==> src/rtl/lprd_pkg.sv <==
// ----------------------------------------------------------------------------
// lprd_pkg
// Types and constants shared by the record deframer front, queue and back.
// ----------------------------------------------------------------------------
package lprd_pkg;

  localparam int unsigned HdrBytes = 4;
  localparam int unsigned OfsW     = 48;

  localparam logic KindByte  = 1'b0;
  localparam logic KindEvent = 1'b1;

  typedef enum logic [2:0] {
    ST_BUSY     = 3'd0,
    ST_OK       = 3'd1,
    ST_CRC_ERR  = 3'd2,
    ST_ZERO_LEN = 3'd3,
    ST_TRUNC    = 3'd4,
    ST_END      = 3'd5
  } status_e;

  typedef enum logic [1:0] {
    OP_DATA  = 2'd0,
    OP_LAST  = 2'd1,
    OP_EVENT = 2'd2
  } op_e;

  typedef struct packed {
    logic [7:0] data_byte;
    logic       end_of_data;
  } in_item_t;

  typedef struct packed {
    logic            kind;
    logic [7:0]      payload_byte;
    logic            last_of_record;
    logic [2:0]      status;
    logic [OfsW-1:0] record_offset;
  } out_item_t;

  typedef struct packed {
    op_e             op;
    logic            first;
    logic [7:0]      data;
    status_e         status;
    logic [OfsW-1:0] offset;
    logic [31:0]     exp_crc;
  } qent_t;

endpackage

==> src/rtl/lprd_front.sv <==
// ----------------------------------------------------------------------------
// lprd_front
// Parses record headers, tracks stream offsets and classifies each beat.
// ----------------------------------------------------------------------------
module lprd_front #(
  parameter int unsigned OFFSET_BITS = 48
) (
  input  logic               clk_i,
  input  logic               rst_ni,
  input  logic               acc_i,
  input  lprd_pkg::in_item_t in_data_i,
  output logic               push_o,
  output lprd_pkg::qent_t    ent_o
);
  import lprd_pkg::*;

  typedef enum logic [2:0] {
    PH_LEN = 3'b001,
    PH_CRC = 3'b010,
    PH_PAY = 3'b100
  } phase_e;

  phase_e                 phase_q, phase_d;
  logic [31:0]            cnt_q, cnt_d;
  logic [31:0]            len_q, len_d;
  logic [31:0]            exp_q, exp_d;
  logic [OFFSET_BITS-1:0] pos_q, pos_d;
  logic [OFFSET_BITS-1:0] start_q, start_d;
  logic [63:0]            pos_ext, start_ext;
  logic [OfsW-1:0]        pos_ofs, start_ofs;
  logic [31:0]            len_next;
  logic                   hdr_done;

  assign pos_ext   = 64'(pos_q);
  assign start_ext = 64'(start_q);
  assign pos_ofs   = pos_ext[OfsW-1:0];
  assign start_ofs = start_ext[OfsW-1:0];
  assign len_next  = {len_q[23:0], in_data_i.data_byte};
  assign hdr_done  = (cnt_q == 32'(HdrBytes - 1));

  always_comb begin
    phase_d     = phase_q;
    cnt_d       = cnt_q;
    len_d       = len_q;
    exp_d       = exp_q;
    pos_d       = pos_q;
    start_d     = start_q;
    push_o      = 1'b0;
    ent_o.op      = OP_EVENT;
    ent_o.first   = (cnt_q == 32'd0);
    ent_o.data    = in_data_i.data_byte;
    ent_o.status  = ST_BUSY;
    ent_o.offset  = start_ofs;
    ent_o.exp_crc = exp_q;
    if (acc_i) begin
      if (in_data_i.end_of_data) begin
        push_o = 1'b1;
        if (phase_q == PH_LEN && cnt_q == 32'd0) begin
          ent_o.status = ST_END;
          ent_o.offset = pos_ofs;
        end else begin
          ent_o.status = ST_TRUNC;
        end
        phase_d = PH_LEN;
        cnt_d   = '0;
        len_d   = '0;
        exp_d   = '0;
      end else begin
        pos_d = pos_q + OFFSET_BITS'(1);
        case (phase_q)
          PH_CRC: begin
            exp_d = {exp_q[23:0], in_data_i.data_byte};
            if (hdr_done) begin
              cnt_d   = '0;
              phase_d = PH_PAY;
            end else begin
              cnt_d = cnt_q + 32'd1;
            end
          end
          PH_PAY: begin
            push_o = 1'b1;
            if (cnt_q + 32'd1 == len_q) begin
              ent_o.op = OP_LAST;
              phase_d  = PH_LEN;
              cnt_d    = '0;
              len_d    = '0;
              exp_d    = '0;
            end else begin
              ent_o.op = OP_DATA;
              cnt_d    = cnt_q + 32'd1;
            end
          end
          default: begin
            if (cnt_q == 32'd0) begin
              start_d = pos_q;
            end
            len_d = len_next;
            if (hdr_done) begin
              cnt_d = '0;
              if (len_next == 32'd0) begin
                push_o       = 1'b1;
                ent_o.status = ST_ZERO_LEN;
                phase_d      = PH_LEN;
                len_d        = '0;
                exp_d        = '0;
              end else begin
                phase_d = PH_CRC;
              end
            end else begin
              cnt_d   = cnt_q + 32'd1;
              phase_d = PH_LEN;
            end
          end
        endcase
      end
    end
  end

  always_ff @(posedge clk_i or negedge rst_ni) begin
    if (!rst_ni) begin
      phase_q <= PH_LEN;
      cnt_q   <= '0;
      len_q   <= '0;
      exp_q   <= '0;
      pos_q   <= '0;
      start_q <= '0;
    end else begin
      phase_q <= phase_d;
      cnt_q   <= cnt_d;
      len_q   <= len_d;
      exp_q   <= exp_d;
      pos_q   <= pos_d;
      start_q <= start_d;
    end
  end

endmodule

==> src/rtl/lprd_queue.sv <==
// ----------------------------------------------------------------------------
// lprd_queue
// Two-entry queue of classified beats between the front and the back.
// ----------------------------------------------------------------------------
module lprd_queue (
  input  logic            clk_i,
  input  logic            rst_ni,
  input  logic            push_i,
  input  lprd_pkg::qent_t ent_i,
  output logic            full_o,
  output logic            valid_o,
  input  logic            pop_i,
  output lprd_pkg::qent_t ent_o
);
  import lprd_pkg::*;

  qent_t       slot_q [2];
  logic        wr_q, rd_q;
  logic [1:0]  cnt_q;

  assign full_o  = (cnt_q == 2'd2);
  assign valid_o = (cnt_q != 2'd0);
  assign ent_o   = slot_q[rd_q];

  always_ff @(posedge clk_i) begin
    if (push_i) begin
      slot_q[wr_q] <= ent_i;
    end
  end

  always_ff @(posedge clk_i or negedge rst_ni) begin
    if (!rst_ni) begin
      wr_q  <= 1'b0;
      rd_q  <= 1'b0;
      cnt_q <= '0;
    end else begin
      if (push_i) begin
        wr_q <= ~wr_q;
      end
      if (pop_i) begin
        rd_q <= ~rd_q;
      end
      cnt_q <= cnt_q + {1'b0, push_i} - {1'b0, pop_i};
    end
  end

  a_no_overfill: assert property (@(posedge clk_i) disable iff (!rst_ni)
    !(push_i && full_o && !pop_i))
    else $error("push into full queue");

  a_no_underrun: assert property (@(posedge clk_i) disable iff (!rst_ni)
    pop_i |-> valid_o)
    else $error("pop from empty queue");

endmodule

==> src/rtl/lprd_back.sv <==
// ----------------------------------------------------------------------------
// lprd_back
// Runs the payload CRC-32, decides record status and holds the result beat.
// ----------------------------------------------------------------------------
module lprd_back (
  input  logic                clk_i,
  input  logic                rst_ni,
  input  logic                q_valid_i,
  input  lprd_pkg::qent_t     ent_i,
  output logic                pop_o,
  output logic                out_valid_o,
  input  logic                out_stall_i,
  output lprd_pkg::out_item_t out_data_o
);
  import lprd_pkg::*;

  localparam logic [31:0] CrcPoly = 32'hEDB88320;

  function automatic logic [31:0] crc_byte(input logic [31:0] crc, input logic [7:0] b);
    logic [31:0] c;
    c = crc ^ {24'd0, b};
    for (int i = 0; i < 8; i++) begin
      c = c[0] ? ((c >> 1) ^ CrcPoly) : (c >> 1);
    end
    return c;
  endfunction

  logic        out_valid_q, out_valid_d;
  out_item_t   out_q, out_d;
  logic [31:0] crc_q;
  logic [31:0] crc_in, crc_new;
  logic        crc_good;

  assign pop_o    = q_valid_i && (!out_valid_q || !out_stall_i);
  assign crc_in   = ent_i.first ? 32'hFFFF_FFFF : crc_q;
  assign crc_new  = crc_byte(crc_in, ent_i.data);
  assign crc_good = (ent_i.exp_crc == 32'd0) || (~crc_new == ent_i.exp_crc);

  always_comb begin
    out_valid_d = out_valid_q;
    out_d       = out_q;
    if (out_valid_q && !out_stall_i) begin
      out_valid_d = 1'b0;
    end
    if (pop_o) begin
      out_valid_d          = 1'b1;
      out_d.record_offset  = ent_i.offset;
      case (ent_i.op)
        OP_DATA: begin
          out_d.kind           = KindByte;
          out_d.payload_byte   = ent_i.data;
          out_d.last_of_record = 1'b0;
          out_d.status         = ST_BUSY;
        end
        OP_LAST: begin
          out_d.kind           = KindByte;
          out_d.payload_byte   = ent_i.data;
          out_d.last_of_record = 1'b1;
          out_d.status         = crc_good ? ST_OK : ST_CRC_ERR;
        end
        default: begin
          out_d.kind           = KindEvent;
          out_d.payload_byte   = 8'd0;
          out_d.last_of_record = 1'b0;
          out_d.status         = ent_i.status;
        end
      endcase
    end
  end

  always_ff @(posedge clk_i) begin
    out_q <= out_d;
    if (pop_o && ent_i.op != OP_EVENT) begin
      crc_q <= crc_new;
    end
  end

  always_ff @(posedge clk_i or negedge rst_ni) begin
    if (!rst_ni) begin
      out_valid_q <= 1'b0;
    end else begin
      out_valid_q <= out_valid_d;
    end
  end

  assign out_valid_o = out_valid_q;
  assign out_data_o  = out_q;

  a_event_clean: assert property (@(posedge clk_i) disable iff (!rst_ni)
    (out_valid_q && out_q.kind == KindEvent) |->
      (out_q.payload_byte == 8'd0 && !out_q.last_of_record))
    else $error("event beat carries payload");

  a_last_status: assert property (@(posedge clk_i) disable iff (!rst_ni)
    (out_valid_q && out_q.last_of_record) |->
      (out_q.status == ST_OK || out_q.status == ST_CRC_ERR))
    else $error("last byte without final status");

endmodule

==> src/rtl/length_prefixed_record_deframer_crc32_core.sv <==
// ----------------------------------------------------------------------------
// length_prefixed_record_deframer_crc32_core
// Deframes length-prefixed records and checks each payload's CRC-32.
//
// A stream byte or end-of-data marker is taken per cycle unless the queue is full.
// Each record is a 4-byte big-endian length, a 4-byte big-endian zlib
// CRC-32 (zero skips the check) and the payload. Payload bytes leave one
// per beat tagged with the record's header offset; the last byte carries
// ok or CRC mismatch. Zero length, truncation and clean end are event-only
// beats. On the way to a result, the header parser registers into a
// two-entry queue, and the CRC byte update with the status compare
// registers into the output stage. Header bytes give no beat.
// ----------------------------------------------------------------------------
module length_prefixed_record_deframer_crc32_core #(
  parameter int unsigned OFFSET_BITS = 48
) (
  input  logic                clk_i,
  input  logic                rst_ni,
  input  logic                in_valid_i,
  output logic                in_stall_o,
  input  lprd_pkg::in_item_t  in_data_i,
  output logic                out_valid_o,
  input  logic                out_stall_i,
  output lprd_pkg::out_item_t out_data_o
);
  import lprd_pkg::*;

  logic  acc;
  logic  push;
  logic  full;
  logic  q_valid;
  logic  pop;
  qent_t ent_in;
  qent_t ent_out;

  assign in_stall_o = full;
  assign acc        = in_valid_i && !full;

  lprd_front #(
    .OFFSET_BITS (OFFSET_BITS)
  ) u_front (
    .clk_i     (clk_i),
    .rst_ni    (rst_ni),
    .acc_i     (acc),
    .in_data_i (in_data_i),
    .push_o    (push),
    .ent_o     (ent_in)
  );

  lprd_queue u_queue (
    .clk_i   (clk_i),
    .rst_ni  (rst_ni),
    .push_i  (push),
    .ent_i   (ent_in),
    .full_o  (full),
    .valid_o (q_valid),
    .pop_i   (pop),
    .ent_o   (ent_out)
  );

  lprd_back u_back (
    .clk_i       (clk_i),
    .rst_ni      (rst_ni),
    .q_valid_i   (q_valid),
    .ent_i       (ent_out),
    .pop_o       (pop),
    .out_valid_o (out_valid_o),
    .out_stall_i (out_stall_i),
    .out_data_o  (out_data_o)
  );

endmodule

==> config.mk <==
export PLATFORM = sky130hd
export DESIGN_NAME = length_prefixed_record_deframer_crc32_core
export DESIGN_NICKNAME = d
export VERILOG_FILES = /design/src/rtl/lprd_pkg.sv /design/src/rtl/lprd_front.sv /design/src/rtl/lprd_queue.sv /design/src/rtl/lprd_back.sv /design/src/rtl/length_prefixed_record_deframer_crc32_core.sv
export SDC_FILE = /design/constraint.sdc
export NUM_CORES = 1
export LEC_CHECK = 0
export ABC_AREA = 1
export BUFFER_PORTS_ARGS = -buffer_cell sky130_fd_sc_hd__buf_2
export CORE_MARGIN = 5
export CORE_UTILIZATION = 50
export DETAILED_ROUTE_END_ITERATION = 10
export PLACE_DENSITY = 0.74
export SYNTH_ARGS = -nofsm -noshare
export SYNTH_HDL_FRONTEND = slang
export SYNTH_HIERARCHICAL = 1
export SYNTH_SLANG_ARGS = --single-unit
==> constraint.sdc <==
create_clock -name clk_i -period 6.5 [get_ports clk_i]
set_input_delay 0.65 -clock clk_i [delete_from_list [all_inputs] [get_ports clk_i]]
set_output_delay 0.65 -clock clk_i [all_outputs]
set_load 0.005 [all_outputs]
Word level (Yosys, flattened, before mapping)
Memory sizes are Yosys's and may differ from the RTL's.
Cells that the tools add are included.
- logic and storage cells: 122
- bits in writable memories: 188
- memories: 1
- register bits: 293
- output and inout port bits: 63
- input port bits: 13
- eq/ne operators: 12
- mux-type cells: 51
- add/sub/neg operators: 4
- reductions and logical operators: 24
- bitwise operators: 14
- memories (name ; words ; width ; read ports ; clocked after Yosys merged registers in ; write ports ; RTL line ; source):
    u_queue.slot_q ; 2 ; 94 ; 1 ; 0 ; 1 ; lprd_queue.sv:17 ; qent_t slot_q [2];
- operator list (operator ; count):
    $mux 32 ; 20
    $pmux 32 s2 ; 2
    $not 13->14 ; 8
    $logic_not 32->1 ; 3
    $mux 48 ; 2
    $eq 32x32->1 ; 2
    $mux 51 ; 1
    $add 48x1->48 const B ; 1
    $add 32x1->32 const B ; 1
    $eq 32x2->1 const B ; 1
    $not 32->32 ; 1
    $xor 32x8->32 ; 1
    $pmux 13 s2 ; 1
    $mux 3 ; 6
    $mux 2 ; 7
    $mux 1 ; 10
    $reduce_and 4->1 ; 2
    $reduce_bool 4->1 ; 2
    $ne 3x2->1 const B ; 2
    $pmux 3 s2 ; 1
    $reduce_and 3->1 ; 2
    $logic_and 1x1->1 ; 5
    $ne 2x2->1 const B ; 2
    $not 1->1 ; 4
    other kinds (14) ; 18

Logic depth before layout (Yosys ltp)
An unclocked memory read counts as a cell.
- depth after elaboration: 24
- mapped depth: 27
- mapped depth without buffers: 23

Hierarchy
Netlist, hierarchy kept.
- by module, submodules not included (module ; cells each ; sequential area each (um^2) ; times used ; area an instance (um^2)):
    lprd_front ; 1556 ; 4880.9 ; 1 ; 11124.4
    lprd_queue ; 516 ; 5745.5 ; 1 ; 7254.5
    lprd_back ; 646 ; 2817.7 ; 1 ; 5348.9
    length_prefixed_record_deframer_crc32_core ; 2 ; 0.0 ; 1 ; 10.0

Least setup slack after synthesis
No wires, ideal clock.
- path kind: input -> register
- start: in in_data_i[1] (netlist bit)
- end: mem u_queue/slot_q[0][0] (netlist bit), enable pin
- data arrival time: 6.061 ns
- stages: 9
- required time: 5.953 ns
- setup slack: -0.108 ns
- setup time: 0.547 ns
- path buffers: 1
- cell sequence: nor4_1 nand4_1 or2_2 nor2_1 nor2_1 clkbuf_1 nor3_1 inv_1 nor2_1
- longest elaborated chain between the ends: 8
- ends and longest elaborated chain (element ; RTL line ; source):
    start, declared ; length_prefixed_record_deframer_crc32_core.sv:21 ; input lprd_pkg::in_item_t in_data_i,
    $logic_not 32->1 ; lprd_front.sv:100 ; if (len_next == 32'd0) begin
    $mux 1 ; lprd_front.sv:100 ;
    $mux 1 ; lprd_front.sv:98 ; if (hdr_done) begin
    $pmux 1 s2 ; lprd_front.sv:70 ; case (phase_q)
    $mux 1 ; lprd_front.sv:56 ; if (in_data_i.end_of_data) begin
    $mux 1 ; lprd_front.sv:55 ; if (acc_i) begin
    net push ; length_prefixed_record_deframer_crc32_core.sv:29 ; logic push;
    $mux 1 ; lprd_queue.sv:26 ; if (push_i) begin
    $mux 1 (not written as such) ; lprd_queue.sv:27 ; slot_q[wr_q] <= ent_i;
    end, declared ; lprd_queue.sv:17 ;
The timed path passes the listed nets, and every way through them passes these cells.

Worst setup path in the final report
- start: reg u_front.cnt_q[16]
- end: mem u_queue/slot_q[1][40] (netlist bit), enable pin
- longest elaborated chain between the ends: 7
- ends and longest elaborated chain (element ; RTL line ; source):
    start, declared ; lprd_front.sv:24 ; logic [31:0] cnt_q, cnt_d;
    start signal, assigned ; lprd_front.sv:129 ; cnt_q <= cnt_d;
    $eq 32x2->1 ; lprd_front.sv:39 ; assign hdr_done = (cnt_q == 32'(HdrBytes - 1));
    $mux 1 ; lprd_front.sv:98 ;
    $pmux 1 s2 ; lprd_front.sv:70 ;
    $mux 1 ; lprd_front.sv:56 ;
    $mux 1 ; lprd_front.sv:55 ;
    net push ; length_prefixed_record_deframer_crc32_core.sv:29 ;
    $mux 1 ; lprd_queue.sv:26 ;
    $mux 1 (not written as such) ; lprd_queue.sv:27 ;
The timed path passes the listed nets, and every way through them passes these cells.

==> summary by stage <==
Global route
The peak-usage layer in the global routing report is met2. The via count of the first global-routing pass is about 18k. The total track usage is 21.8%. The first global-routing pass estimated 92,600 µm of wire. The global routing met2 resource utilization is 35.7%. The routing usage on met1 is between 20 and 30%. The met3 track demand over resource is 3.95%. For this run the aggregate overflow at the end of global routing stands at 0. The number of antenna violations at the first check in global routing is 1.

Entering global routing, the biggest net connects 112 pins.

Synth
The number of warnings issued by yosys is 6. The number of enable flip-flop cells after synthesis is around 280. Among all flip-flop cells after synthesis, the most frequent one is sky130_fd_sc_hd__edfxtp_1. The synthesized design spends more area on one cell type than any other, namely sky130_fd_sc_hd__edfxtp_1.

The share of synthesized registers carrying an async set or reset is 41.6%. The synthesized netlist contains 39 unique library cells. The total of flip-flops plus latches after synthesis is slightly below 500. In this run the biggest area consumer among cell types represents 35.5% of the synthesized area. By area the synthesized netlist is led by sky130_fd_sc_hd__edfxtp_1 36%, sky130_fd_sc_hd__dfrtp_1 21%, sky130_fd_sc_hd__nand2_1 15%. The cell count after synthesis is 2,720.

The mean instance size in the synthesized netlist is 8.73 µm². The share of the Yosys chip area taken by registers is 56.6%. The area of the mapped netlist is 23,700 µm².

The number of nets handed over by synthesis was 2,738.

Power and ir drop
Per report_power, the clock group accounts for around a quarter of the total. The leakage power is 11.8 nW. Internal power comes to 7.43 mW.

Dividing total power by cell area gives a power density of 470 nW/µm². The power share of the sequential group is a little under two fifths. The switching power total is 4.88 mW. VDD sags by at most between 0.2 and 0.25 mV. In this run switching power makes up just under 40% of total power. The share of total power dissipated in combinational logic is 38.3%.

Critical path
The critical path in this run is classified as register to register. The worst setup path is launched from a register. The worst setup path is captured at a register. The peak fanout along the critical path is 34. In this run the critical register-to-register path is launched from u_front/cnt_q[16]. On the worst path, the slowest cell contributes a delay of just over 600 ps.

The worst register-to-register path has a depth of 10. The most frequent cell on the critical path is sky130_fd_sc_hd__nor2_1. The endpoint arrival time on the critical path is 4620 ps. The worst reg-to-reg setup slack is between 2000 and 2500 ps. The slowest stage of the critical path is the sky130_fd_sc_hd__nor3_1 cell.

The signal on the critical path passes through nor4_1, nand4_1, nor2_1, nand3_1, nor2_1, nor2_2, nor3_1, nand2_1, clkinv_2, buf_4. The data required time at the worst endpoint is between 6000 and 7000 ps. The endpoint identified for the worst register-to-register timing path is u_queue/slot_q[1][40].

Detailed routing
The count of routing violations after the opening detailed-route iteration is between 1.5k and 2k. The number of routed nets with antenna violations is 0. Before antenna repair, the detailed router went through 6 iterations.

Dividing the detail-routed wire length by the instance count gives approximately 17 µm. The via count of the routed design is approximately 18k. The DRC violation count after routing is 0. Wires add up to roughly 57,000 µm.

After detailed routing, the number of vias per cell comes to 5.33.

Layout
Relative to the synthesized area, the layout overhead comes to 10.4%. After the last flow step, the layout net total stands at 2,783. The count of filler cells inserted in the layout is 4,061. The fraction of final layout cells sized beyond drive strength 1 is 9.80%. The number of antenna diodes in the final layout is 0. The share of the core filled with cells in the final layout is 56.1%. The final standard cell area without fillers is 26,200 µm².

Clock tree
The TritonCTS sink count is 481. The clock network latency to the later pin of the worst-skew pair is 610 ps. Once the clock tree was built, the resizer swapped 0 gates to a different size. In this run, post-CTS hold repair placed 0 buffers. The root buffer cell chosen for the clock tree is sky130_fd_sc_hd__clkbuf_16. Clock tree synthesis inserted a total of 50 buffers. The depth of the CTS H-tree is 2. TritonCTS built the clock tree. After clock tree synthesis, the clock-pin slew on the worst setup and hold paths is around 60 ps. After clock tree synthesis, the setup repair step added 0 buffers.

The clock passes through at most 3 buffers.

Placement
After detailed placement, the total cell area comes to 24,500 µm². Input and output buffers added on the ports amount to between 70 and 80. The detailed placer's ending HPWL is 39,600 µm. OpenSTA, run right after detailed placement, puts the worst setup slack at approximately 2100 ps. The final estimated routing congestion in global placement is 0.992.

Die
The floorplan step set the die height to 228 µm. The floorplan step set the die width to 228 µm. The die area is 51,900 µm². The boundary pin count is 76. The placeable core area is 46,800 µm². After floorplanning, the core was divided into 79 placement rows. The initial cell density of the core is 50.8%.

Hold path
The type of the most critical hold path is primary input to asynchronous set/reset pin.

Timing
The slack of the critical path is 2120 ps. The clock skew is 18.5 ps. The share of the clock period used by the worst path after layout is approximately two thirds. Based on the critical path, the design can be clocked at up to 228 MHz. The final number of hold-violating endpoints came to 0. The final critical delay including setup and external delays is 4380 ps. At the pin with the least slew margin, the transition time is 1170 ps. The final number of setup-violating endpoints is 0. The relative slew slack is 21.8%. Setup repair after global routing left no endpoint under its margin. The final total negative setup slack is 0 ps. The number of pins exceeding their max-slew limit in the final report is 0.

Job
The total of max-cap violations is 0.

Outcome
The flow ran to the end, and the final reports show no timing, DRC or antenna violations.
sequential cells by signal, indices dropped and copies added, names as in the netlist, 2 cells and up:
signal / cells
u_front/start_ofs: 48
u_back/crc_q: 32
u_queue/slot_q: 188
u_front/cnt_q: 32
u_back/out_data_o: 61
u_front/phase_q: 3
u_front/pos_ofs: 48
u_front/len_q: 32
u_front/exp_q: 32
u_queue/cnt_q: 2
cell usage in the layout (no fill, tap or decap), types with 8 or more instances in the layout:
cell and instances:
sky130_fd_sc_hd__nor2_2 15, sky130_fd_sc_hd__nor3_1 28, sky130_fd_sc_hd__nor2_1 194, sky130_fd_sc_hd__clkbuf_1 14
sky130_fd_sc_hd__nor4_1 29, sky130_fd_sc_hd__inv_1 311, sky130_fd_sc_hd__nand3b_1 39, sky130_fd_sc_hd__buf_2 74
sky130_fd_sc_hd__o21ai_2 15, sky130_fd_sc_hd__nand2_1 941, sky130_fd_sc_hd__edfxtp_1 281, sky130_fd_sc_hd__buf_4 19
sky130_fd_sc_hd__nand2_2 31, sky130_fd_sc_hd__bufinv_16 8, sky130_fd_sc_hd__o21ai_1 43, sky130_fd_sc_hd__clkbuf_16 50
sky130_fd_sc_hd__xor2_1 58, sky130_fd_sc_hd__dfrtp_1 198, sky130_fd_sc_hd__nand3_1 123, sky130_fd_sc_hd__o21ai_0 191
sky130_fd_sc_hd__nand4_1 58, sky130_fd_sc_hd__nor2_4 10
power groups by stage:
stage	Combinational [mW]	Sequential, mW	Clock, mW
finish	4.72	4.58	3.01
detailed placement	4.65	4.64	0
global route	5.29	4.66	3.21
global placement	4.56	4.62	0
CTS	4.69	4.59	3.07
floorplan	3.37	4.58	0
cell families (layout without fill, tap and decap cells):
| kind of cell | count (synthesis) | after routing | share of synthesized area (%) |
|---|---|---|---|
| xor+xnor | 63 | 63 | 2.50 |
| simple gates | 1494 | 1494 | 27.3 |
| fa+ha+maj | 5 | 5 | 0.264 |
| flops | 481 | 481 | 56.6 |
| buf+inv | 419 | 506 | 7.63 |
| compound gates | 258 | 258 | 5.66 |
per-layer routing:
| metal | vias up | wire (µm) |
|---|---|---|
| li1 | 8882 | - |
| met1 | 8573 | 24500 |
| met2 | 609 | 27200 |
| met3 | 118 | 3700 |
| met4 | 2 | 2060 |
| met5 | - | 13 |
critical path: cells and delay by family, from the launching register on:
family	cells	cell delay, ps
buf+inv	2	970
flops	1	480
simple gates	8	2530
through the flow:
| stage | hold slack [ps] | total power [mW] | std cells |
|---|---|---|---|
| after floorplan | 354 | 7.94 | 2720 |
| after global placement | 450 | 9.17 | 3320 |
| after detailed placement | 456 | 9.29 | 3320 |
| after CTS | 51.2 | 12.3 | 3414 |
| after global routing | 63.5 | 13.2 | 3414 |
| final | 33.2 | 12.3 | 3414 |
synth_stat cells (6+ instances only):
| master | instances |
|---|---|
| sky130_fd_sc_hd__nand2_1 | 942 |
| sky130_fd_sc_hd__inv_1 | 313 |
| sky130_fd_sc_hd__edfxtp_1 | 281 |
| sky130_fd_sc_hd__dfrtp_1 | 199 |
| sky130_fd_sc_hd__nor2_1 | 196 |
| sky130_fd_sc_hd__o21ai_0 | 193 |
| sky130_fd_sc_hd__nand3_1 | 124 |
| sky130_fd_sc_hd__nand4_1 | 58 |
| sky130_fd_sc_hd__xor2_1 | 58 |
| sky130_fd_sc_hd__clkbuf_1 | 50 |
| sky130_fd_sc_hd__o21ai_1 | 43 |
| sky130_fd_sc_hd__nand3b_1 | 39 |
| sky130_fd_sc_hd__nand2_2 | 30 |
| sky130_fd_sc_hd__nor3_1 | 29 |
| sky130_fd_sc_hd__nor4_1 | 29 |
| sky130_fd_sc_hd__buf_6 | 20 |
| sky130_fd_sc_hd__buf_4 | 15 |
| sky130_fd_sc_hd__nor2_2 | 15 |
| sky130_fd_sc_hd__o21ai_2 | 14 |
| sky130_fd_sc_hd__a21oi_1 | 8 |
| sky130_fd_sc_hd__buf_2 | 8 |
| sky130_fd_sc_hd__nor2_4 | 8 |
| sky130_fd_sc_hd__nand2_4 | 7 |
| sky130_fd_sc_hd__buf_1 | 6 |
| sky130_fd_sc_hd__or2_2 | 6 |
worst max-delay path by stage:
stage	slack, ps	cells after the start	from	endpoint
after global routing	1930	10	u_front/cnt_q[16]	u_queue/slot_q[1][47]
after floorplan	1460	9	in_data_i[1]	u_queue/slot_q[0][0]
final	2120	10	u_front/cnt_q[16]	u_queue/slot_q[1][40]
after global placement	2110	10	u_front/cnt_q[16]	u_queue/slot_q[1][64]
after CTS	2060	10	u_front/cnt_q[16]	u_queue/slot_q[1][40]
after detailed placement	2090	10	u_front/cnt_q[16]	u_queue/slot_q[1][66]
cell type report:
class / count / area [µm²] / area share (%)
sequential: 481 / 13400 / 51.3
multi-input combinational: 1820 / 8540 / 32.6
clock buffer: 67 / 1350 / 5.13
clock inverter: 27 / 404 / 1.54
inverter: 318 / 1190 / 4.56
timing repair buffer: 94 / 527 / 2.01
tap: 607 / 759 / 2.90
No activity file was read; power rests on OpenSTA's default activity.
